==> config.mk <==
export PLATFORM = sky130hd
export DESIGN_NAME = canonical_huffman_bit_decoder_unit
export DESIGN_NICKNAME = d
export VERILOG_FILES = /design/src/hdl/chbd_pkg.sv /design/src/hdl/chbd_ram.sv /design/src/hdl/chbd_walk.sv /design/src/hdl/canonical_huffman_bit_decoder_unit.sv
export SDC_FILE = /design/constraint.sdc
export NUM_CORES = 2
export LEC_CHECK = 0
export ABC_AREA = 1
export BUFFER_PORTS_ARGS = -buffer_cell sky130_fd_sc_hd__buf_4
export CORE_MARGIN = 4
export CORE_UTILIZATION = 37
export DETAILED_ROUTE_END_ITERATION = 10
export SETUP_SLACK_MARGIN = 0.3
export SYNTH_ARGS = -nofsm -noshare
export SYNTH_HDL_FRONTEND = slang
export SYNTH_SLANG_ARGS = --single-unit
==> constraint.sdc <==
create_clock -name clk -period 4.6 [get_ports clk]
set_input_delay 0 -clock clk [delete_from_list [all_inputs] [get_ports clk]]
set_output_delay 0 -clock clk [all_outputs]
set_load 0.05 [all_outputs]
==> src/hdl/chbd_pkg.sv <==
package chbd_pkg;

    localparam int MAX_LENGTH   = 16;
    localparam int SYMBOL_DEPTH = 256;

    localparam int CODE_W  = 16;
    localparam int LEN_W   = 5;
    localparam int FIRST_W = 17;
    localparam int BASE_W  = 9;
    localparam int BYTE_W  = 8;
    localparam int POS_W   = 8;

    localparam int CNT_AW = (MAX_LENGTH > 1) ? $clog2(MAX_LENGTH) : 1;
    localparam int SYM_AW = (SYMBOL_DEPTH > 1) ? $clog2(SYMBOL_DEPTH) : 1;

    localparam logic [FIRST_W-1:0] FIRST_SAT = {FIRST_W{1'b1}};
    localparam logic [BASE_W-1:0]  BASE_SAT  = {BASE_W{1'b1}};

    localparam logic [1:0] MODE_COUNT  = 2'd0;
    localparam logic [1:0] MODE_SYMBOL = 2'd1;
    localparam logic [1:0] MODE_DECODE = 2'd2;

    typedef struct packed {
        logic found;
        logic error;
    } walk_flags_t;

    typedef struct packed {
        logic              we;
        logic [SYM_AW-1:0] waddr;
        logic [BYTE_W-1:0] wdata;
        logic              re;
        logic [SYM_AW-1:0] raddr;
    } sym_port_t;

endpackage

==> src/hdl/chbd_ram.sv <==
module chbd_ram #(
    parameter int WIDTH = 8,
    parameter int DEPTH = 256
) (
    input  logic                                   clk,
    input  logic                                   we,
    input  logic [((DEPTH > 1) ? $clog2(DEPTH) : 1)-1:0] waddr,
    input  logic [WIDTH-1:0]                       wdata,
    input  logic                                   re,
    input  logic [((DEPTH > 1) ? $clog2(DEPTH) : 1)-1:0] raddr,
    output logic [WIDTH-1:0]                       rdata
);

    logic [WIDTH-1:0] mem [DEPTH];

    // read returns the old contents on a same-address write
    always_ff @(posedge clk)
    begin
        if (we)
        begin
            mem[waddr] <= wdata;
        end
        if (re)
        begin
            rdata <= mem[raddr];
        end
    end

endmodule

==> src/hdl/chbd_walk.sv <==
module chbd_walk import chbd_pkg::*; (
    input  logic              clk,
    input  logic              rst_n,
    input  logic              take,
    input  logic [1:0]        mode,
    input  logic [POS_W-1:0]  position,
    input  logic [BYTE_W-1:0] load_value,
    input  logic              bit_req,
    output walk_flags_t       flags,
    output sym_port_t         sym
);

    logic [CODE_W-1:0]  code_bits_reg,   code_bits_next;
    logic [LEN_W-1:0]   code_length_reg, code_length_next;
    logic [FIRST_W-1:0] first_code_reg,  first_code_next;
    logic [BASE_W-1:0]  symbol_base_reg, symbol_base_next;
    logic               fwd_reg,         fwd_next;
    logic [BYTE_W-1:0]  fwd_data_reg;

    logic               cnt_we;
    logic [CNT_AW-1:0]  cnt_raddr;
    logic [BYTE_W-1:0]  cnt_rdata;
    logic [BYTE_W-1:0]  cnt;

    logic [CODE_W-1:0]  nbits;
    logic [LEN_W-1:0]   nlen;
    logic [FIRST_W:0]   diff_wide;
    logic [CODE_W-1:0]  diff;
    logic               in_range;
    logic [FIRST_W-1:0] idx;
    logic               idx_ok;
    logic [FIRST_W:0]   fc_sum;
    logic [FIRST_W+1:0] fc_shift;
    logic [BASE_W:0]    sb_sum;

    // count for the next bit is prefetched at the length the walk will hold
    chbd_ram #(
        .WIDTH (BYTE_W),
        .DEPTH (MAX_LENGTH)
    ) u_count_ram (
        .clk   (clk),
        .we    (cnt_we),
        .waddr (position[CNT_AW-1:0]),
        .wdata (load_value),
        .re    (1'b1),
        .raddr (cnt_raddr),
        .rdata (cnt_rdata)
    );

    assign cnt       = fwd_reg ? fwd_data_reg : cnt_rdata;
    assign nbits     = {code_bits_reg[CODE_W-2:0], bit_req};
    assign nlen      = code_length_reg + LEN_W'(1);
    assign diff_wide = {2'b00, nbits} - {1'b0, first_code_reg};
    assign diff      = diff_wide[CODE_W-1:0];
    assign in_range  = !diff_wide[FIRST_W] && ({8'd0, diff[CODE_W-1:0]} < {16'd0, cnt});
    assign idx       = FIRST_W'(symbol_base_reg) + FIRST_W'(diff);
    assign idx_ok    = idx < FIRST_W'(SYMBOL_DEPTH);
    assign fc_sum    = {1'b0, first_code_reg} + (FIRST_W+1)'(cnt);
    assign fc_shift  = {fc_sum, 1'b0};
    assign sb_sum    = {1'b0, symbol_base_reg} + (BASE_W+1)'(cnt);
    assign cnt_raddr = code_length_next[CNT_AW-1:0];

    always_comb
    begin
        code_bits_next   = code_bits_reg;
        code_length_next = code_length_reg;
        first_code_next  = first_code_reg;
        symbol_base_next = symbol_base_reg;
        cnt_we           = 1'b0;
        flags            = '0;
        sym              = '0;
        sym.waddr        = position[SYM_AW-1:0];
        sym.wdata        = load_value;
        sym.raddr        = idx[SYM_AW-1:0];
        if (take)
        begin
            unique case (mode)
                MODE_COUNT:
                begin
                    cnt_we           = 9'(position) < 9'(MAX_LENGTH);
                    code_bits_next   = '0;
                    code_length_next = '0;
                    first_code_next  = '0;
                    symbol_base_next = '0;
                end
                MODE_SYMBOL:
                begin
                    sym.we           = 9'(position) < 9'(SYMBOL_DEPTH);
                    code_bits_next   = '0;
                    code_length_next = '0;
                    first_code_next  = '0;
                    symbol_base_next = '0;
                end
                MODE_DECODE:
                begin
                    code_bits_next   = '0;
                    code_length_next = '0;
                    first_code_next  = '0;
                    symbol_base_next = '0;
                    if (nlen == '0 || nlen > LEN_W'(MAX_LENGTH))
                    begin
                        flags.error = 1'b1;
                    end
                    else if (in_range)
                    begin
                        flags.found = idx_ok;
                        flags.error = !idx_ok;
                        sym.re      = idx_ok;
                    end
                    else if (nlen >= LEN_W'(MAX_LENGTH))
                    begin
                        flags.error = 1'b1;
                    end
                    else
                    begin
                        code_bits_next   = nbits;
                        code_length_next = nlen;
                        first_code_next  = (fc_shift > (FIRST_W+2)'(FIRST_SAT)) ?
                                           FIRST_SAT : fc_shift[FIRST_W-1:0];
                        symbol_base_next = sb_sum[BASE_W] ? BASE_SAT : sb_sum[BASE_W-1:0];
                    end
                end
                default:
                begin
                end
            endcase
        end
    end

    // forward a count written to the slot being prefetched
    assign fwd_next = cnt_we && (position[CNT_AW-1:0] == cnt_raddr);

    always_ff @(posedge clk or negedge rst_n)
    begin
        if (!rst_n)
        begin
            code_bits_reg   <= '0;
            code_length_reg <= '0;
            first_code_reg  <= '0;
            symbol_base_reg <= '0;
            fwd_reg         <= 1'b0;
        end
        else
        begin
            code_bits_reg   <= code_bits_next;
            code_length_reg <= code_length_next;
            first_code_reg  <= first_code_next;
            symbol_base_reg <= symbol_base_next;
            fwd_reg         <= fwd_next;
        end
    end

    always_ff @(posedge clk)
    begin
        if (fwd_next)
        begin
            fwd_data_reg <= load_value;
        end
    end

    a_len_bound: assert property (@(posedge clk) disable iff (!rst_n)
        code_length_reg < LEN_W'(MAX_LENGTH))
        else $error("walk length reached the limit without restart");

    a_root_clean: assert property (@(posedge clk) disable iff (!rst_n)
        code_length_reg == '0 |->
            code_bits_reg == '0 && first_code_reg == '0 && symbol_base_reg == '0)
        else $error("walk at root with stale code state");

endmodule

==> src/hdl/canonical_huffman_bit_decoder_unit.sv <==
// channel  direction  handshake          payload
// in       input      in_valid/in_ready   mode, position, load_value, bit_req
// out      output     out_valid/out_ready found, symbol, error
//
// One item per cycle sustained while out_ready keeps the output moving; a result passes
// through the s2 register and then the output register before out_valid rises.
// The per-bit loop is one count RAM read plus one compare; the count for the
// next length is prefetched so the loop does not wait on the count RAM read.
// Symbol lookup goes through the symbol RAM's registered read.
// Reset clears the walk to the root; the count and symbol tables are not cleared.
// A stalled output holds the result; in_ready drops only when both stages are full
// and out_ready is low.
module canonical_huffman_bit_decoder_unit import chbd_pkg::*; (
    input  logic              clk,
    input  logic              rst_n,
    input  logic              in_valid,
    output logic              in_ready,
    input  logic [1:0]        mode,
    input  logic [POS_W-1:0]  position,
    input  logic [BYTE_W-1:0] load_value,
    input  logic              bit_req,
    output logic              out_valid,
    input  logic              out_ready,
    output logic              found,
    output logic [BYTE_W-1:0] symbol,
    output logic              error
);

    logic              take;
    logic              s2_move;
    walk_flags_t       flags;
    sym_port_t         sym;
    logic [BYTE_W-1:0] sym_rdata;

    logic              s2_valid_reg, s2_valid_next;
    walk_flags_t       s2_flags_reg;
    logic              out_valid_reg, out_valid_next;
    logic              found_reg;
    logic [BYTE_W-1:0] symbol_reg;
    logic              error_reg;

    assign s2_move  = !out_valid_reg || out_ready;
    assign in_ready = !s2_valid_reg || s2_move;
    assign take     = in_valid && in_ready;

    chbd_walk u_walk (
        .clk        (clk),
        .rst_n      (rst_n),
        .take       (take),
        .mode       (mode),
        .position   (position),
        .load_value (load_value),
        .bit_req    (bit_req),
        .flags      (flags),
        .sym        (sym)
    );

    chbd_ram #(
        .WIDTH (BYTE_W),
        .DEPTH (SYMBOL_DEPTH)
    ) u_symbol_ram (
        .clk   (clk),
        .we    (sym.we),
        .waddr (sym.waddr),
        .wdata (sym.wdata),
        .re    (sym.re),
        .raddr (sym.raddr),
        .rdata (sym_rdata)
    );

    always_comb
    begin
        s2_valid_next = s2_valid_reg;
        if (take)
        begin
            s2_valid_next = 1'b1;
        end
        else if (s2_move)
        begin
            s2_valid_next = 1'b0;
        end
        out_valid_next = s2_move ? s2_valid_reg : out_valid_reg;
    end

    always_ff @(posedge clk or negedge rst_n)
    begin
        if (!rst_n)
        begin
            s2_valid_reg  <= 1'b0;
            out_valid_reg <= 1'b0;
        end
        else
        begin
            s2_valid_reg  <= s2_valid_next;
            out_valid_reg <= out_valid_next;
        end
    end

    always_ff @(posedge clk)
    begin
        if (take)
        begin
            s2_flags_reg <= flags;
        end
        // symbol RAM data holds while stalled: reads are issued only on transfer
        if (s2_move && s2_valid_reg)
        begin
            found_reg  <= s2_flags_reg.found;
            symbol_reg <= s2_flags_reg.found ? sym_rdata : '0;
            error_reg  <= s2_flags_reg.error;
        end
    end

    assign out_valid = out_valid_reg;
    assign found     = found_reg;
    assign symbol    = symbol_reg;
    assign error     = error_reg;

    a_excl: assert property (@(posedge clk) disable iff (!rst_n)
        out_valid |-> !(found && error))
        else $error("found and error both set");

    a_sym_zero: assert property (@(posedge clk) disable iff (!rst_n)
        out_valid && !found |-> symbol == '0)
        else $error("symbol not cleared without a match");

    a_stall: assert property (@(posedge clk) disable iff (!rst_n)
        !in_ready |-> s2_valid_reg && out_valid_reg && !out_ready)
        else $error("input stalled with room in the pipeline");

endmodule

# [Yosys cells after proc, flatten, opt, wreduce, memory -nomap -nowiden]
# Memories as Yosys holds them, arrays and structs flattened. A register that Yosys moved wholly into a read port is not among the register bits.
# Cells that the tools add are included.
[word_totals] ff_bits=69 mem_bits_rw=2176 in_bits=23 out_inout_bits=12 mem_count=2
[mem_list] memory="u_symbol_ram.mem" depth=256 width=8 rd=1 rd_clocked_by_memory_dff=1 write_ports=1 line_no="chbd_ram.sv:14" text="logic [WIDTH-1:0] mem [DEPTH];"
[mem_list] memory="u_walk.u_count_ram.mem" depth=16 width=8 rd=1 rd_clocked_by_memory_dff=1 write_ports=1 line_no="chbd_ram.sv:14"
[op_classes] addsub=5 order_cmp=6 eq_ne=3 muxes=37 reduce_logical=17
[ops] operator="$mux W17" n=4
[ops] operator="$mux W15" n=3
[ops] operator="$mux W9" n=4
[ops] operator="$pmux W17 S2" n=1
[ops] operator="$pmux W15 S2" n=1
[ops] operator="$gt A19 B17 Y1 const B" n=1
[ops] operator="$add A17 B8 Y18" n=1
[ops] operator="$pmux W9 S2" n=1
[ops] operator="$sub A16 B17 Y18" n=1
[ops] operator="$add A9 B16 Y17" n=1
[ops] operator="$lt A17 B9 Y1 const B" n=1
[ops] operator="$mux W1" n=17
[ops] operator="$lt A16 B8 Y1" n=1
[ops] operator="$mux W5" n=3
[ops] operator="$add A9 B8 Y10" n=1
[ops] operator="$pmux W5 S2" n=1
[ops] operator="$lt A8 B5 Y1 const B" n=1
[ops] operator="$mux W8" n=1
[ops] operator="$add A5 B1 Y5 const B" n=1
[ops] operator="$ge A5 B5 Y1 const B" n=1
[ops] operator="$gt A5 B5 Y1 const B" n=1
[ops] operator="$logic_not A5 Y1" n=1
[ops] operator="$eq A4 B4 Y1" n=1
[ops] operator="$logic_and A1 B1 Y1" n=4
[ops] operator="9 further kinds" n=15

# [Depth between registers and ports, before layout]
[logic_depth] depth_word=9 depth_mapped=28

# [Cells and area by module]
# A second synthesis with hierarchy kept.
[hier_totals] cells_unflattened=8322 area_unflattened_um2=95056.2
[modules_own_cells] module="chbd_ram (u_symbol_ram)" n_inst=1 cells_per_inst=7003 area_each_um2=83476.3 seq_area_each_um2=61739.2
[modules_own_cells] module="chbd_ram (u_walk.u_count_ram)" n_inst=1 cells_per_inst=551 area_each_um2=5846.9 seq_area_each_um2=4083.9
[modules_own_cells] module="chbd_walk" n_inst=1 cells_per_inst=727 area_each_um2=5217.5 seq_area_each_um2=1416.4
[modules_own_cells] module="canonical_huffman_bit_decoder_unit" n_inst=1 cells_per_inst=41 area_each_um2=515.5 seq_area_each_um2=410.4

# [Worst setup path before layout]
# OpenSTA, ideal clock, no wires.
[synth_timing] path_type="flip-flop to flip-flop" from="reg u_walk.first_code_reg[0]" to="reg u_symbol_ram.rdata[0], read port of u_symbol_ram.mem (enable)" setup_time_ns=0.395 arrival_time_ns=3.342 required_ns=4.205 path_slack_ns=0.863 stages_incl_launch_ff=19 path_buffers=0 path_cell_list="dfrtp_1 -> ha_1 -> fa_1 -> inv_1 -> nand2_1 -> nand2_1 -> nand3_1 -> nand2_1 -> xor2_1 -> ha_1 -> nand2_1 -> o21ai_0 -> nor2_1 -> nand3_1 -> a21oi_1 -> nand2_1 -> nor2_4 -> nand4_1 -> nor4_1"
[synth_via] elab_chain_len=7 elab_cells_between_ends=10 cone_classes="add/sub: 2; order compare: 2; mux: 4; reduce/logical: 2"
[synth_rtl] element="from (decl)" line_no="chbd_walk.sv:15" text="logic [FIRST_W-1:0] first_code_reg, first_code_next;"
[synth_rtl] element="from (signal assigned)" line_no="chbd_walk.sv:147" text="first_code_reg <= first_code_next;"
[synth_rtl] element="$sub A16 B17 Y18 (*)" line_no="chbd_walk.sv:53" text="assign diff_wide = {2'b00, nbits} - {1'b0, first_code_reg};"
[synth_rtl] element="$add A9 B16 Y17, or another cell as far along" line_no="chbd_walk.sv:56" text="assign idx = FIRST_W'(symbol_base_reg) + FIRST_W'(diff);"
[synth_rtl] element="$lt A17 B9 Y1 or $logic_and A1 B1 Y1 (tied branches)" line_no="chbd_walk.sv:57, chbd_walk.sv:55"
[synth_rtl] element="$mux W1 (*)" line_no="chbd_walk.sv:104" text="else if (in_range)"
[synth_rtl] element="$mux W1 (*)" line_no="chbd_walk.sv:100" text="if (nlen == '0 || nlen > LEN_W'(MAX_LENGTH))"
[synth_rtl] element="$mux W1 (*)" line_no="chbd_walk.sv:77" text="unique case (mode)"
[synth_rtl] element="$mux W1 (*)" line_no="chbd_walk.sv:75" text="if (take)"
[synth_rtl] element="net u_symbol_ram.re" line_no="chbd_ram.sv:9" text="input logic re,"
[synth_rtl] element="to (decl)" line_no="chbd_ram.sv:11" text="output logic [WIDTH-1:0] rdata"
# The timed path passes the listed nets; every way through them passes the cells marked *.
# A chain may end at the register's enable or synchronous reset.

# [Worst setup path after layout]
[layout_timing] from="reg u_walk.first_code_reg[0]" to="reg u_symbol_ram.rdata[2], read port of u_symbol_ram.mem, data pin"
[layout_via] elab_chain_len=7 elab_cells_between_ends=10 cone_classes="add/sub: 2; order compare: 2; mux: 4; reduce/logical: 2"
[layout_rtl] element="$sub A16 B17 Y18 (*)" line_no="chbd_walk.sv:53"
[layout_rtl] element="$add A9 B16 Y17, or another cell as far along" line_no="chbd_walk.sv:56"
[layout_rtl] element="$lt A17 B9 Y1 or $logic_and A1 B1 Y1 (tied branches)" line_no="chbd_walk.sv:57, chbd_walk.sv:55"
[layout_rtl] element="$mux W1" line_no="chbd_walk.sv:104"
[layout_rtl] element="$mux W1" line_no="chbd_walk.sv:100"
[layout_rtl] element="$mux W1" line_no="chbd_walk.sv:77"
[layout_rtl] element="$mux W1" line_no="chbd_walk.sv:75"
# Every way passes the cells marked *; elsewhere a longest branch is shown, timed or not.

==> impl_metrics.tcl <==
set metrics [dict create \
    hpwl_um 149000 \
    utilization_pct 42.4 \
    synthCells 7051 \
    num_io_pins 35 \
    overflow 0 \
    ys_seq_area_share_pct 72.9 \
    ctsRootBufferMaster "clkbuf_16" \
    wl_per_cell_um 24.3 \
    critPathMaxStageDelay_ps 970 \
    design_area_um2 106000 \
    fin_setup_tns_ps 0 \
    vias 59100 \
    grt_max_degree 154 \
    p_switching_mw 31.4 \
    arrival_ps 4890 \
    tightest_slew_ps 1320 \
    io_buffers 34 \
    synthTopCellsByArea "edfxtp_1, nand2_1, a32oi_1" \
    finClkSkew_ps 47.6 \
    swShare_pct 41.7 \
    gp_congestion 0.871 \
    first_iter_violations 6949 \
    fin_crit_ps 4270 \
    pwr_density_cell_nw_per_um2 714 \
    ir_drop_mv 0.754 \
    clock_path_buffers 3 \
    cts_inserted_buffers 222 \
    cpMaxStageDelayCell "fa_4" \
    clkSinkCount 2261 \
    fin_ws_ps 329 \
    fmaxAchievable_mhz 234 \
    p_leak_nw 35.1 \
    finalHoldViolations 0 \
    rows 183 \
    largest_reg_flops 2048 \
    layout_commonest_cell "edfxtp_1" \
    die_area_um2 259000 \
    status "finished clean" \
    core_area_um2 249000 \
    combPwrFrac_pct 45.4 \
    final-setup-viol-count 0 \
    required_ps 5220 \
    grt_pass1_wl_um 374000 \
    syn_avg_cell_area_um2 13.1 \
    drt_pass1_iterations 6 \
    synth_top_area_share_pct 71.4 \
    crit_type "register to register" \
    synth_area_um2 92700 \
    synth_area_leader_cell "edfxtp_1" \
    synth_flop_cell "edfxtp_1" \
    grt_pass1_vias 56300 \
    crit_top_cell "nand3_1" \
    die_w_um 508 \
    synth_fp_nets 7127 \
    synth-async-reset-ratio_pct 2.17 \
    finalMaxSlewViolations 0 \
    end_kind "register" \
    htreeDepth 4 \
    critPathLaunchType "register" \
    cts_tree "yes" \
    start_util_pct 37.2 \
    synth_edf_count 2204 \
    drt-total-wl_um 258000 \
    synth_seq_cells 2261 \
    synth.distinct_cells 50 \
    slew-limit-headroom_pct 11.0 \
    ant_nets 0 \
    die_h_um 508 \
    internal_power_mw 44.0 \
    placed_area_um2 97400 \
    rsz0062_at_grt "true" \
    seq_power_share_pct 30.4 \
    clkPwrFrac_pct 24.2 \
    drive_gt1_share_pct 9.06 \
    path_max_fanout 43 \
    pre_cts_ws_ps 356 \
    grt_use_total_pct 19.1 \
    cp_cell_sequence "ha_1 -> fa_1 -> fa_4 -> buf_12 -> buf_12 -> a32oi_1 -> o211ai_1 -> nand3_1 -> nand3_1 -> nand3_1 -> nand3_1 -> nand2_1" \
    clkSlewWorstSetupHoldPaths_ps 70 \
    synthToLayoutAreaGrowth_pct 13.9 \
    final_nets 7138 \
    max_cap_viol_count 0 \
    final_cell_mix "edfxtp_1, nand2_1, nor2_1, o21ai_0, a21oi_1" \
    via_per_inst 5.58 \
    route.detailed.drc 0 \
    clkLatencyLatePin_ps 860 \
    yosysWarnings 0 \
    antenna_found_initial 11 \
    fin_crit_sh_pct 92.8 \
    min_path_type "input pin to asynchronous set/reset pin" \
]
==> what timing repair did <==
item | in CTS | in global routing
endpoints found under the setup margin | 0 | 33
hold endpoints to repair | 1085 | 0
buffers inserted | 0 | 18
resized for setup | 0 | 51
hold buffers | 20 | 0
==> synthesized netlist by cell type (2+ instances only) <==
master    count
edfxtp_1   2204
nand2_1    1236
nor2_1      632
o21ai_0     386
a21oi_1     359
nand3_1     312
a32oi_1     290
clkbuf_1    289
o221ai_1    237
inv_1       218
mux2i_1     162
o211ai_1    147
buf_2       125
buf_1        70
o21bai_1     64
dfrtp_1      49
ha_1         49
o22ai_1      45
nor3_1       20
nand3b_1     19
xor2_1       17
a22o_1       16
nand4_1      16
buf_4        11
inv_2         9
dfxtp_1       8
buf_6         7
xnor2_1       7
a31oi_1       5
or2_2         5
and2_1        4
fa_1          4
nand2_2       4
nor4_1        3
a21o_1        2
nand2_4       2
nand3_2       2
nor2_2        2
nor3b_1       2
o21ai_2       2
==> metal layers <==
layer / track usage [%] / vias to the layer above / wire length (um)
met1: 26.4 / 29600 / 107000
met4: 6.24 / 6 / 9300
met3: 4.21 / 448 / 21900
li1: - / 26500 / -
met5: 0 / - / 54
met2: 30.1 / 2484 / 119000
==> metrics by stage <==
stage	hold WS, ps	instances	power [mW]
after floorplan	-296	7051	42.1
after global placement	130	10100	55.6
after detailed placement	137	10100	55.7
after CTS	2.79	10600	73.9
after global routing	65.0	10600	78.6
final	45.4	10600	75.4
==> power groups by stage <==
stage | Combinational [mW] | Sequential (mW) | Clock, mW
after floorplan | 18.7 | 23.3 | 0
after global placement | 32.3 | 23.3 | 0
after detailed placement | 32.4 | 23.3 | 0
after CTS | 32.5 | 22.9 | 18.5
after global routing | 36.3 | 22.9 | 19.4
final | 34.2 | 22.9 | 18.2
==> critical path: cells and delay by family (launching register included) <==
| family | cells | cell delay, ps |
|---|---|---|
| flip-flops | 1 | 400 |
| AO/OA/AOI/OAI | 2 | 450 |
| AND/OR/NAND/NOR | 5 | 980 |
| buffers and inverters | 2 | 470 |
| adder cells (fa/ha/maj) | 3 | 1680 |
==> cell families after synthesis <==
family	share of synthesized area (%)
buffers and inverters	3.24
flip-flops	72.9
AND/OR/NAND/NOR	9.82
XOR/XNOR	0.244
AO/OA/AOI/OAI	11.3
multiplexers	1.75
adder cells (fa/ha/maj)	0.748
==> path summary, 6_finish.rpt <==
path                       depth (start not counted)  slack, ps                         to                      from
max                                               12        330      u_symbol_ram.rdata[2]  u_walk.first_code_reg[0]
min                                                2         50                  out_valid                     rst_n
max reg2reg                                       12        330      u_symbol_ram.rdata[2]  u_walk.first_code_reg[0]
min reg2reg                                        2        500   u_walk.code_bits_reg[14]  u_walk.code_bits_reg[14]
max in group asynchronous                          2       4010  u_walk.code_length_reg[1]                     rst_n
min in group clk                                   5         90               s2_valid_reg                  in_valid
==> layout make-up <==
class                      instances  area (um2)
clock inverter                   142        1410
timing repair buffer             290        3190
clock buffer                     279        5920
multi-input combinational       4059       22400
antenna                            2        5.00
fill                           22600      143000
sequential                      2261       67600
inverter                         228         891
tap                             3330        4170
Note: power is estimated with default switching activity, not from simulation.
